$ cat src/hw/rtl/psvs_pkg.sv
// ----------------------------------------------------------------------------
// psvs_pkg
// Shared types, codes and helpers of the prioritized source value store.
// ----------------------------------------------------------------------------
package psvs_pkg;

	localparam int NUM_SLOTS_DEF = 16;
	localparam int NUM_SOURCES   = 8;

	localparam int VALUE_W  = 32;
	localparam int SRC_W    = 3;
	localparam int TIME_W   = 32;
	localparam int CLASS_W  = 2;
	localparam int RANK_W   = 4;
	localparam int SLOT_W   = 4;
	localparam int ELAPSED_W = 16;
	localparam int REQ_W    = 2;
	localparam int CFG_IDX_W = 2;
	localparam int CFG_W    = 32;
	// Slot index widened far enough to hold any slot count up to 256.
	localparam int SLOT_EXT_W = 9;

	localparam logic [REQ_W-1:0] REQ_PUBLISH = 2'd0;
	localparam logic [REQ_W-1:0] REQ_TICK    = 2'd1;
	localparam logic [REQ_W-1:0] REQ_READ    = 2'd2;

	localparam logic [CFG_IDX_W-1:0] CFG_STALE   = 2'd0;
	localparam logic [CFG_IDX_W-1:0] CFG_INVALID = 2'd1;
	localparam logic [CFG_IDX_W-1:0] CFG_RANKS   = 2'd2;

	localparam logic [CLASS_W-1:0] CLASS_FRESH   = 2'd0;
	localparam logic [CLASS_W-1:0] CLASS_STALE   = 2'd1;
	localparam logic [CLASS_W-1:0] CLASS_INVALID = 2'd2;

	localparam logic [RANK_W-1:0] RANK_UNLISTED = 4'd8;

	localparam logic [CFG_W-1:0] STALE_RESET   = 32'd5000;
	localparam logic [CFG_W-1:0] INVALID_RESET = 32'd30000;
	localparam logic [CFG_W-1:0] RANKS_RESET   = 32'h8888_8888;

	typedef struct packed {
		logic signed [VALUE_W-1:0] value;
		logic [SRC_W-1:0]          writer;
		logic [TIME_W-1:0]         stamp;
	} slot_entry_t;

	typedef struct packed {
		logic [CLASS_W-1:0] cls;
		logic [TIME_W-1:0]  age;
		logic               past_invalid;
	} age_res_t;

	function automatic logic [RANK_W-1:0] rank_of(input logic [CFG_W-1:0] map,
	                                              input logic [SRC_W-1:0] src);
		logic [RANK_W-1:0] r;
		if (5'(src) >= 5'(NUM_SOURCES)) begin
			r = RANK_UNLISTED;
		end else begin
			r = map[{src, 2'b00} +: RANK_W];
		end
		return r;
	endfunction

endpackage

$ cat src/hw/rtl/prioritized_source_value_store.sv
// ----------------------------------------------------------------------------
// prioritized_source_value_store
// Table of sensor value slots with source ranking and freshness aging.
// ----------------------------------------------------------------------------
// Requests arrive on the s_axis channel, kind in tuser (publish, tick, read),
// and each gives exactly one result transfer on m_axis. The cfg channel writes
// the stale limit, the invalid limit and the source rank map.
// A publish or read latches its request, reads the slot memory, then loads the
// age unit's result into the output register. A tick advances the clock and
// walks every slot through the single shared age unit, a memory read and then
// an evaluation per slot, and then gives its result.
// Writing the stale or invalid limit starts the same walk without a result;
// the block takes no request or config write until it ends.
// The slot memory read port is the one resource every step goes through.
// A finished result sits in an output register, so a new request is taken
// while it waits; if the receiver stalls, the next result holds in the age
// stage until the register frees up.
// Reset clears the clock, marks every slot unset and invalid, and loads the
// default limits and rank map. Slot payload memory is not cleared.
// ----------------------------------------------------------------------------
module prioritized_source_value_store
	import psvs_pkg::*;
#(
	parameter int NUM_SLOTS = NUM_SLOTS_DEF
) (
	input  logic                 clk,
	input  logic                 arst_n,
	// s_axis_tdata, lowest bit up: slot[3:0], source_id[6:4], value[38:7],
	// has_timestamp[39], timestamp_ms[71:40], elapsed_ms[87:72]
	input  logic                 s_axis_tvalid,
	output logic                 s_axis_tready,
	input  logic [87:0]          s_axis_tdata,
	// s_axis_tuser: req_type[1:0]
	input  logic [REQ_W-1:0]     s_axis_tuser,
	// m_axis_tdata, lowest bit up: accepted[0], changed[1], read_value[33:2],
	// read_source[36:34], read_freshness[38:37], read_age_ms[70:39],
	// read_set[71]
	output logic                 m_axis_tvalid,
	input  logic                 m_axis_tready,
	output logic [71:0]          m_axis_tdata,
	input  logic                 cfg_valid,
	output logic                 cfg_ready,
	input  logic [CFG_IDX_W-1:0] cfg_index,
	input  logic [CFG_W-1:0]     cfg_data
);

	localparam int IDX_W = $clog2(NUM_SLOTS);
	localparam logic [IDX_W-1:0] LAST_IDX = IDX_W'(NUM_SLOTS - 1);

	localparam logic [2:0] S_IDLE    = 3'd0;
	localparam logic [2:0] S_RD      = 3'd1;
	localparam logic [2:0] S_EVAL    = 3'd2;
	localparam logic [2:0] S_SW_RD   = 3'd3;
	localparam logic [2:0] S_SW_EVAL = 3'd4;
	localparam logic [2:0] S_SW_OUT  = 3'd5;

	logic [2:0] state_q;

	logic [CFG_W-1:0]  stale_q;
	logic [CFG_W-1:0]  invalid_q;
	logic [CFG_W-1:0]  ranks_q;
	logic [TIME_W-1:0] clock_q;

	logic               valid_q [NUM_SLOTS];
	logic [CLASS_W-1:0] class_q [NUM_SLOTS];

	// Latched request.
	logic [REQ_W-1:0]          req_q;
	logic [IDX_W-1:0]          addr_q;
	logic                      in_range_q;
	logic [SRC_W-1:0]          src_q;
	logic signed [VALUE_W-1:0] value_q;
	logic                      has_ts_q;
	logic [TIME_W-1:0]         ts_q;

	// Sweep control.
	logic [IDX_W-1:0] idx_q;
	logic             report_q;
	logic             any_q;

	// Output register.
	logic                      m_valid_q;
	logic                      o_accepted_q;
	logic                      o_changed_q;
	logic signed [VALUE_W-1:0] o_value_q;
	logic [SRC_W-1:0]          o_source_q;
	logic [CLASS_W-1:0]        o_fresh_q;
	logic [TIME_W-1:0]         o_age_q;
	logic                      o_set_q;

	logic                  in_fire;
	logic                  cfg_fire;
	logic                  out_fire;
	logic                  out_free;
	logic                  out_load;
	logic                  sweeping;
	logic [IDX_W-1:0]      sel_idx;
	logic                  sel_valid;
	logic [CLASS_W-1:0]    sel_class;
	slot_entry_t           rd_entry;
	slot_entry_t           wr_entry;
	logic                  ram_we;
	age_res_t              age_res;
	logic                  may_write;
	logic                  pub_ok;
	logic [SLOT_EXT_W-1:0] slot_ext;

	assign in_fire  = s_axis_tvalid && s_axis_tready;
	assign cfg_fire = cfg_valid && cfg_ready;
	assign out_fire = m_axis_tvalid && m_axis_tready;
	assign out_free = !m_valid_q || m_axis_tready;
	assign out_load = ((state_q == S_EVAL) || (state_q == S_SW_OUT)) && out_free;

	assign cfg_ready     = (state_q == S_IDLE);
	assign s_axis_tready = (state_q == S_IDLE) && !cfg_valid;

	assign sweeping  = (state_q == S_SW_RD) || (state_q == S_SW_EVAL);
	assign sel_idx   = sweeping ? idx_q : addr_q;
	assign sel_valid = valid_q[sel_idx];
	assign sel_class = class_q[sel_idx];
	assign slot_ext  = SLOT_EXT_W'(s_axis_tdata[3:0]);

	psvs_slot_ram #(
		.NUM_SLOTS(NUM_SLOTS)
	) u_ram (
		.clk  (clk),
		.we   (ram_we),
		.waddr(addr_q),
		.wdata(wr_entry),
		.raddr(sel_idx),
		.rdata(rd_entry)
	);

	psvs_age_unit u_age (
		.clock_ms  (clock_q),
		.stamp     (rd_entry.stamp),
		.set       (sel_valid),
		.stale_ms  (stale_q),
		.invalid_ms(invalid_q),
		.res       (age_res)
	);

	always_comb begin
		may_write = !sel_valid || age_res.past_invalid || (rd_entry.writer == src_q) ||
		            (rank_of(ranks_q, src_q) <= rank_of(ranks_q, rd_entry.writer));
		pub_ok    = in_range_q && may_write;
		ram_we    = (state_q == S_EVAL) && out_free && (req_q == REQ_PUBLISH) && pub_ok;
		wr_entry.value  = value_q;
		wr_entry.writer = src_q;
		wr_entry.stamp  = has_ts_q ? ts_q : clock_q;
	end

	always_ff @(posedge clk) begin
		if (in_fire) begin
			req_q      <= s_axis_tuser;
			addr_q     <= slot_ext[IDX_W-1:0];
			in_range_q <= (slot_ext < SLOT_EXT_W'(NUM_SLOTS));
			src_q      <= s_axis_tdata[6:4];
			value_q    <= s_axis_tdata[38:7];
			has_ts_q   <= s_axis_tdata[39];
			ts_q       <= s_axis_tdata[71:40];
		end
	end

	always_ff @(posedge clk or negedge arst_n) begin
		if (!arst_n) begin
			state_q      <= S_IDLE;
			stale_q      <= STALE_RESET;
			invalid_q    <= INVALID_RESET;
			ranks_q      <= RANKS_RESET;
			clock_q      <= '0;
			idx_q        <= '0;
			report_q     <= 1'b0;
			any_q        <= 1'b0;
			m_valid_q    <= 1'b0;
			o_accepted_q <= 1'b0;
			o_changed_q  <= 1'b0;
			o_value_q    <= '0;
			o_source_q   <= '0;
			o_fresh_q    <= CLASS_FRESH;
			o_age_q      <= '0;
			o_set_q      <= 1'b0;
			for (int i = 0; i < NUM_SLOTS; i++) begin
				valid_q[i] <= 1'b0;
				class_q[i] <= CLASS_INVALID;
			end
		end else begin
			if (out_load) begin
				m_valid_q <= 1'b1;
			end else if (out_fire) begin
				m_valid_q <= 1'b0;
			end
			unique case (state_q)
				S_IDLE: begin
					if (cfg_fire) begin
						unique case (cfg_index)
							CFG_STALE: begin
								stale_q  <= cfg_data;
								idx_q    <= '0;
								report_q <= 1'b0;
								any_q    <= 1'b0;
								state_q  <= S_SW_RD;
							end
							CFG_INVALID: begin
								invalid_q <= cfg_data;
								idx_q     <= '0;
								report_q  <= 1'b0;
								any_q     <= 1'b0;
								state_q   <= S_SW_RD;
							end
							CFG_RANKS: begin
								ranks_q <= cfg_data;
							end
							default: begin
							end
						endcase
					end else if (in_fire) begin
						if (s_axis_tuser == REQ_TICK) begin
							clock_q  <= clock_q + TIME_W'(s_axis_tdata[87:72]);
							idx_q    <= '0;
							report_q <= 1'b1;
							any_q    <= 1'b0;
							state_q  <= S_SW_RD;
						end else begin
							state_q <= S_RD;
						end
					end
				end
				S_RD: begin
					state_q <= S_EVAL;
				end
				S_EVAL: begin
					if (out_free) begin
						if (ram_we) begin
							valid_q[addr_q] <= 1'b1;
							class_q[addr_q] <= CLASS_FRESH;
						end
						o_accepted_q <= ram_we;
						o_changed_q  <= ram_we;
						if ((req_q == REQ_READ) && in_range_q && sel_valid) begin
							o_value_q  <= rd_entry.value;
							o_source_q <= rd_entry.writer;
							o_fresh_q  <= sel_class;
							o_age_q    <= age_res.age;
							o_set_q    <= 1'b1;
						end else begin
							o_value_q  <= '0;
							o_source_q <= '0;
							o_fresh_q  <= (req_q == REQ_READ) ? CLASS_INVALID : CLASS_FRESH;
							o_age_q    <= '0;
							o_set_q    <= 1'b0;
						end
						state_q <= S_IDLE;
					end
				end
				S_SW_RD: begin
					state_q <= S_SW_EVAL;
				end
				S_SW_EVAL: begin
					if (age_res.cls != sel_class) begin
						class_q[idx_q] <= age_res.cls;
						any_q          <= 1'b1;
					end
					if (idx_q == LAST_IDX) begin
						state_q <= report_q ? S_SW_OUT : S_IDLE;
					end else begin
						idx_q   <= idx_q + IDX_W'(1);
						state_q <= S_SW_RD;
					end
				end
				S_SW_OUT: begin
					if (out_free) begin
						o_accepted_q <= 1'b0;
						o_changed_q  <= any_q;
						o_value_q    <= '0;
						o_source_q   <= '0;
						o_fresh_q    <= CLASS_FRESH;
						o_age_q      <= '0;
						o_set_q      <= 1'b0;
						state_q      <= S_IDLE;
					end
				end
				default: begin
					state_q <= S_IDLE;
				end
			endcase
		end
	end

	assign m_axis_tvalid = m_valid_q;
	assign m_axis_tdata  = {o_set_q, o_age_q, o_fresh_q, o_source_q, o_value_q,
	                        o_changed_q, o_accepted_q};

endmodule

$ cat src/hw/rtl/psvs_slot_ram.sv
// ----------------------------------------------------------------------------
// psvs_slot_ram
// Slot payload memory: value, writer and timestamp, one write port and one
// registered read port.
// ----------------------------------------------------------------------------
module psvs_slot_ram
	import psvs_pkg::*;
#(
	parameter int NUM_SLOTS = NUM_SLOTS_DEF,
	localparam int IDX_W = $clog2(NUM_SLOTS)
) (
	input  logic             clk,
	input  logic             we,
	input  logic [IDX_W-1:0] waddr,
	input  slot_entry_t      wdata,
	input  logic [IDX_W-1:0] raddr,
	output slot_entry_t      rdata
);

	slot_entry_t mem [NUM_SLOTS];

	always_ff @(posedge clk) begin
		if (we) begin
			mem[waddr] <= wdata;
		end
	end

	always_ff @(posedge clk) begin
		rdata <= mem[raddr];
	end

endmodule

$ cat src/hw/rtl/psvs_age_unit.sv
// ----------------------------------------------------------------------------
// psvs_age_unit
// Shared age and freshness evaluator: one subtract and two compares against
// the stale and invalid limits.
// ----------------------------------------------------------------------------
module psvs_age_unit
	import psvs_pkg::*;
(
	input  logic [TIME_W-1:0] clock_ms,
	input  logic [TIME_W-1:0] stamp,
	input  logic              set,
	input  logic [CFG_W-1:0]  stale_ms,
	input  logic [CFG_W-1:0]  invalid_ms,
	output age_res_t          res
);

	logic [TIME_W:0] diff;
	logic            neg;
	logic            lt_stale;
	logic            lt_invalid;

	always_comb begin
		diff       = {1'b0, clock_ms} - {1'b0, stamp};
		neg        = diff[TIME_W];
		// A negative age is below every limit.
		lt_stale   = neg || (diff[TIME_W-1:0] < stale_ms);
		lt_invalid = neg || (diff[TIME_W-1:0] < invalid_ms);

		res.age          = neg ? '0 : diff[TIME_W-1:0];
		res.past_invalid = !lt_invalid;
		if (!set) begin
			res.cls = CLASS_INVALID;
		end else if (lt_stale) begin
			res.cls = CLASS_FRESH;
		end else if (lt_invalid) begin
			res.cls = CLASS_STALE;
		end else begin
			res.cls = CLASS_INVALID;
		end
	end

endmodule
$ cat config.mk
export PLATFORM = sky130hd
export DESIGN_NAME = prioritized_source_value_store
export DESIGN_NICKNAME = d
export VERILOG_FILES = /design/src/hw/rtl/psvs_pkg.sv /design/src/hw/rtl/prioritized_source_value_store.sv /design/src/hw/rtl/psvs_slot_ram.sv /design/src/hw/rtl/psvs_age_unit.sv
export SDC_FILE = /design/constraint.sdc
export NUM_CORES = 2
export LEC_CHECK = 0
export BUFFER_PORTS_ARGS = -buffer_cell sky130_fd_sc_hd__buf_2
export CORE_AREA = 4 4 357 394
export CTS_CLUSTER_SIZE = 20
export DETAILED_ROUTE_END_ITERATION = 7
export DIE_AREA = 0 0 361 398
export PLACE_DENSITY = 0.7
export SKIP_CTS_REPAIR_TIMING = 1
export SYNTH_ARGS = -nofsm -noshare
export SYNTH_HDL_FRONTEND = slang
export SYNTH_SLANG_ARGS = --single-unit
$ cat constraint.sdc
create_clock -name clk -period 28.7 [get_ports clk]
set_input_delay 5.74 -clock clk [delete_from_list [all_inputs] [get_ports clk]]
set_output_delay 5.74 -clock clk [all_outputs]
set_load 0.01 [all_outputs]
### Word-level counts from Yosys, hierarchy flattened

Memory sizes are Yosys's and may differ from the RTL's. A register that Yosys moved wholly into a read port is not among the register bits.
Index checks and enable logic that the tools add are counted.

| word-level totals | value |
|---|---|
| flip-flop bits (word level) | 333 |
| output and inout port bits | 75 |
| RAM bits | 1072 |
| input port bits | 129 |
| memories kept | 1 |

Memory list:

| memory | words | width | read ports | clocked after Yosys merged registers in | write ports | line | text |
|---|---|---|---|---|---|---|---|
| u_ram.mem | 16 | 67 | 1 | 1 | 1 | psvs_slot_ram.sv:20 | `slot_entry_t mem [NUM_SLOTS];` |

| operators by class | value |
|---|---|
| $add $sub $neg | 3 |
| order comparisons | 9 |
| shifts and indexed selects | 2 |
| bitwise logic cells | 7 |
| reduce and logical (&&, ||, !) cells | 47 |
| eq/ne operators | 22 |
| multiplexer cells | 73 |

Operators with widths:

| kind | number |
|---|---|
| $mux 32 | 10 |
| $pmux 32 s2 | 3 |
| $lt 32x32->1 | 2 |
| $shiftx 32x6->4 | 2 |
| $sub 32x32->33 | 1 |
| $add 32x16->32 | 1 |
| $and 32x32->32 | 1 |
| $bwmux 32 | 1 |
| $not 32->32 | 1 |
| $mux 2 | 12 |
| $mux 3 | 8 |
| $mux 4 | 6 |
| $mux 1 | 20 |
| $reduce_and 3->1 | 6 |
| $demux 2 s4 | 2 |
| $or 16x16->16 | 1 |
| $ge 5x5->1 const B | 3 |
| $not 4->5 | 3 |
| $pmux 3 s5 | 1 |
| $logic_and 1x1->1 | 13 |
| $reduce_and 4->1 | 3 |
| $reduce_bool 2->1 | 6 |
| $lt 5x1->1 const B | 2 |
| $ne 2x2->1 const B | 5 |
| other kinds (28) | 50 |

### Depth between registers and ports, before layout

| logic depth | value |
|---|---|
| depth after elaboration | 16 |
| gate-level depth with buffers | 24 |
| depth with buffers taken out | 23 |

### Cells and area by module

From an unflattened synthesis, not the netlist that was laid out.

| second synthesis, totals | value |
|---|---|
| cell total of the unflattened synthesis | 3323 |
| area, all modules | 59774.8 um^2 |

By module, submodules not included:

| module | seq. area each (um^2) | cells an instance | instances | area each (um^2) |
|---|---|---|---|---|
| psvs_slot_ram | 33532.2 | 1724 | 1 | 41404.7 |
| prioritized_source_value_store | 8723.4 | 1087 | 1 | 14765.4 |
| psvs_age_unit | 0.0 | 512 | 1 | 3604.7 |

### Least setup slack after synthesis

OpenSTA, ideal clock, no wires.

| path | value |
|---|---|
| path type | input to register |
| start point | in m_axis_tready |
| end point | reg class_q[6] in the netlist's numbering |
| stages | 7 |
| setup time | 0.125 ns |
| arrival | 13.988 ns |
| path slack | 14.587 ns |
| cell sequence | nand2b_1 nand4b_1 nor2_1 o31ai_2 nor4_1 o22ai_1 a22o_1 |

| between the ends | value |
|---|---|
| word-level cells in the longest chain between the ends | 6 |
| elaborated cells on any way between the ends | 7 |
| classes of those cells | eq/ne (2); reduce/logical (5) |

Ends and longest elaborated chain:

| what | line | text |
|---|---|---|
| start, declared | prioritized_source_value_store.sv:39 | `input logic m_axis_tready,` |
| $logic_or 1x1->1 * | prioritized_source_value_store.sv:111 | `assign out_free = !m_valid_q \|\| m_axis_tready;` |
| $logic_and 1x1->1 (3 in series) | prioritized_source_value_store.sv:147 | `ram_we = (state_q == S_EVAL) && out_free && (req_q == REQ_PUBLISH) && pub_ok;` |
| $ne 2x2->1 (no source line) | n/a |  |
| $reduce_and 4->1 (no source line) * | n/a |  |
| end signal, assigned by index | prioritized_source_value_store.sv:261 | `class_q[idx_q] <= age_res.cls;` |
| end, declared | prioritized_source_value_store.sv:65 | `logic [CLASS_W-1:0] class_q [NUM_SLOTS];` |

Mark *: on every way between the ends. The rest lies on a longest branch, timed or not.
A chain may end at the register's enable or synchronous reset.

### Worst setup path after layout

| path | value |
|---|---|
| start point | in cfg_valid |
| end point | out s_axis_tready |

| between the ends | value |
|---|---|
| word-level cells in the longest chain between the ends | 2 |

Ends and longest elaborated chain:

| what | line | text |
|---|---|---|
| start, declared | prioritized_source_value_store.sv:41 | `input logic cfg_valid,` |
| $logic_not 1->1 | prioritized_source_value_store.sv:115 | `assign s_axis_tready = (state_q == S_IDLE) && !cfg_valid;` |
| $logic_and 1x1->1 | prioritized_source_value_store.sv:115 |  |
| end, declared | prioritized_source_value_store.sv:31 | `output logic s_axis_tready,` |

Every way passes these cells.

==> impl_metrics.env <==
export IMPL_status="finished clean"
export IMPL_wl_mm=157
export IMPL_report_final_setup_viol=0
export IMPL_slowest_delay_ns=0.13
export IMPL_ir_drop_v=0.0000955
export IMPL_synth_edf_count=1146
export IMPL_worstPathCellList="buf_2 > nor2_1 > buf_2"
export IMPL_skew_ns=0.0357
export IMPL_syn_avg_cell_area_um2=12.4
export IMPL_leakagePower_nw=26.5
export IMPL_hold_path_class="flip-flop to flip-flop"
export IMPL_cp_slowest_cell="buf_2"
export IMPL_synthCells=4927
export IMPL_yosysWarnings=0
export IMPL_area_growth_pct=12.6
export IMPL_synthSimpleGateAreaFrac=0.154
export IMPL_mostFrequentLayoutCells="nand2_1 (1195), edfxtp_1 (1146), nand3_1 (556)"
export IMPL_place_area_um2=64100
export IMPL_post_drt_wl_per_cell_um=22.5
export IMPL_critPathKind="input port to output pin"
export IMPL_insertion_delay_ns=0.78
export IMPL_syn_area_um2=61200
export IMPL_nNetsFinal=5307
export IMPL_period_minus_slack_ns=11.83
export IMPL_drc_errors=0
export IMPL_critPathCaptureType="output pin"
export IMPL_cts_tree="built"
export IMPL_grt_met2_usage=0.357
export IMPL_finalSetupTns_ns=0
export IMPL_slew_viol_final=0
export IMPL_tightest_slew_ns=1.13
export IMPL_grt_use_met1=0.288
export IMPL_start_kind="input port"
export IMPL_vias=39700
export IMPL_grt_pass1_wl_mm=238
export IMPL_gp_congestion=0.840
export IMPL_ant_nets=0
export IMPL_start_util=0.449
export IMPL_arrival_ns=6.09
export IMPL_cts_root_buf="clkbuf_16"
export IMPL_drt_first_pass_iters=8
export IMPL_synth_seq_area_share=0.690
export IMPL_p_per_area_nw_per_um2=102
export IMPL_layout_drive_gt1_share=0.136
export IMPL_viasPerCell=5.68
export IMPL_track_usage=0.216
export IMPL_use_met3=0.0353
export IMPL_grt_busiest_layer="met2"
export IMPL_fin_util=0.506
export IMPL_hold_violations=0
export IMPL_grt_max_degree=199
export IMPL_synth_top_family_by_area="simple AND/OR/NAND/NOR gates"
export IMPL_synthAdderAreaFrac=0.0248
export IMPL_dieArea_um2=144000
export IMPL_grt_setup_unrepaired="false"
export IMPL_cts_buffers=150
export IMPL_grt_pass1_vias=39100
export IMPL_rows=142
export IMPL_cts_clk_slew_worst_paths_ns=0.06
export IMPL_layout_cells_most_common="nand2_1"
export IMPL_synth_fp_nets=5176
export IMPL_dp_hpwl_mm=86.8
export IMPL_crit_top_cell="buf_2"
export IMPL_post_synth_xor_area_fraction=0.00858
export IMPL_critPathRequiredTime_ns=22.96
export IMPL_synth_compound_area_frac=0.0699
export IMPL_synth_seq_cells=1471
export IMPL_die_w_um=361
export IMPL_drv_cap=0
export IMPL_cts_htree_levels=4
export IMPL_cts_buffer_depth=3
export IMPL_r2r_start="clock_q[5]"
export IMPL_post_route_period_util=0.412
export IMPL_stdcell_area_um2=69000
export IMPL_initialDrtViolationCount=4164
export IMPL_grt_overflow=0
export IMPL_synth_distinct_cells=81
export IMPL_path_max_fanout=5
export IMPL_core_area_um2=136000
export IMPL_cp_startpoint="cfg_valid"
export IMPL_synthMuxAreaShare=0.0270
export IMPL_hold_start="u_ram.rdata[59]"
export IMPL_port_buffers=203
export IMPL_antenna_found_initial=9
export IMPL_synthArstFlopShare=0.175
export IMPL_ys_flop_type="edfxtp_1"
export IMPL_fmax_ghz=0.0845
export IMPL_io_pins=204
export IMPL_slew_headroom=0.243
export IMPL_clock_sinks=1471
export IMPL_die_y_um=398
[layer usage]
metal  part of all wire  wire, um  up-vias
met5           0.000083        13        -
met4              0.032      5010        2
met3              0.073     11500      299
met2               0.48     75400     1670
met1               0.42     65200    19500
li1                   -         -    18200
[state kept, by name, summed over array words and instances, names as in the netlist, 2 cells and up]
register     cells
u_ram.mem     1072
u_ram.rdata     67
class_q         32
clock_q         32
invalid_q       32
o_age_q         32
o_value_q       32
ranks_q         32
stale_q         32
ts_q            32
value_q         32
valid_q         16
addr_q           4
idx_q            4
o_source_q       3
src_q            3
state_q          3
o_fresh_q        2
req_q            2
[path summary, 6_finish.rpt]
kind	end	slack [ns]	cells past startpoint
worst max-delay path	s_axis_tready	16.87	3
worst min-delay path	o_value_q[24]	0.44	1
worst max register to register	u_ram.mem[7][21]	19.78	22
worst min register to register	o_value_q[24]	0.44	1
max in group asynchronous	stale_q[30]	20.70	4
min in group asynchronous	o_set_q	4.96	1
[stage by stage]
step,instances,setup slack [ns],total power (W),hold WS (ns)
after CTS,6980,16.86,0.00708,0.446
final,6983,16.87,0.00704,0.438
after global routing,6980,16.84,0.00744,0.464
after floorplan,4927,14.59,0.00438,0.427
after detailed placement,6706,16.86,0.00516,0.434
after global placement,6706,16.81,0.00510,0.431
[Yosys cell counts, types with 5 or more instances]
| cell type | number | area share |
|---|---|---|
| nand2_1 | 1198 | 0.073 |
| edfxtp_1 | 1146 | 0.56 |
| nand3_1 | 557 | 0.046 |
| clkbuf_1 | 244 | 0.015 |
| dfrtp_1 | 222 | 0.091 |
| and3_1 | 162 | 0.017 |
| a21oi_1 | 136 | 0.011 |
| inv_1 | 121 | 0.0074 |
| ha_1 | 118 | 0.024 |
| o21ai_0 | 103 | 0.0084 |
| mux2_2 | 101 | 0.019 |
| a22o_1 | 75 | 0.011 |
| a31oi_1 | 69 | 0.0071 |
| a311oi_1 | 68 | 0.0097 |
| dfxtp_1 | 67 | 0.022 |
| nor2_1 | 61 | 0.0037 |
| buf_1 | 39 | 0.0024 |
| dfstp_2 | 36 | 0.015 |
| xnor2_1 | 31 | 0.0044 |
| xor2_1 | 29 | 0.0041 |
| a21o_1 | 24 | 0.0029 |
| or2_2 | 23 | 0.0024 |
| a211oi_1 | 21 | 0.0026 |
| a32o_1 | 21 | 0.0034 |
| nor3_1 | 20 | 0.0016 |
| mux4_2 | 16 | 0.0059 |
| nand2b_1 | 16 | 0.0016 |
| o21a_1 | 16 | 0.0020 |
| nand4_1 | 15 | 0.0015 |
| nor2b_1 | 15 | 0.0015 |
| mux2i_1 | 14 | 0.0023 |
| a2111oi_0 | 11 | 0.0016 |
| o21ai_1 | 9 | 0.00074 |
| nor3b_1 | 8 | 0.00098 |
| buf_2 | 7 | 0.00057 |
| nor4_1 | 7 | 0.00072 |
| and2_1 | 6 | 0.00061 |
| o211ai_1 | 6 | 0.00074 |
| a2111o_1 | 5 | 0.00092 |
| a211o_1 | 5 | 0.00072 |
| a21boi_0 | 5 | 0.00061 |
| o21bai_1 | 5 | 0.00061 |
[critical path: cells and delay by family]
| family | cells | cell delay, ns |
|---|---|---|
| simple gates | 1 | 0.09 |
| buf+inv | 2 | 0.26 |
[power by group]
group          internal [W]  leakage, nW  switching [W]
clock               0.00109         2.34       0.000823
combinational      0.000835         9.90        0.00159
sequential          0.00257         14.2       0.000141
[final cells by class]
class	count	area, um2
multi-input combinational	3040	17600
timing repair buffer	274	1610
clock buffer	204	4110
fill	11400	67300
antenna	3	7.51
clock inverter	70	697
sequential	1471	42300
inverter	121	454
tap	1800	2250
[cell families (layout without fill, tap and decap cells)]
logic type,Yosys count,in the layout
AOI/OAI and AO/OA,618,618
xor gates and xnor gates,60,60
adders and majority gates,120,120
buffers and inverters,416,669
DFF,1471,1471
muxes,132,132
other,0,3
and+or+nand+nor,2110,2110
(Power assumes the default switching activity.)
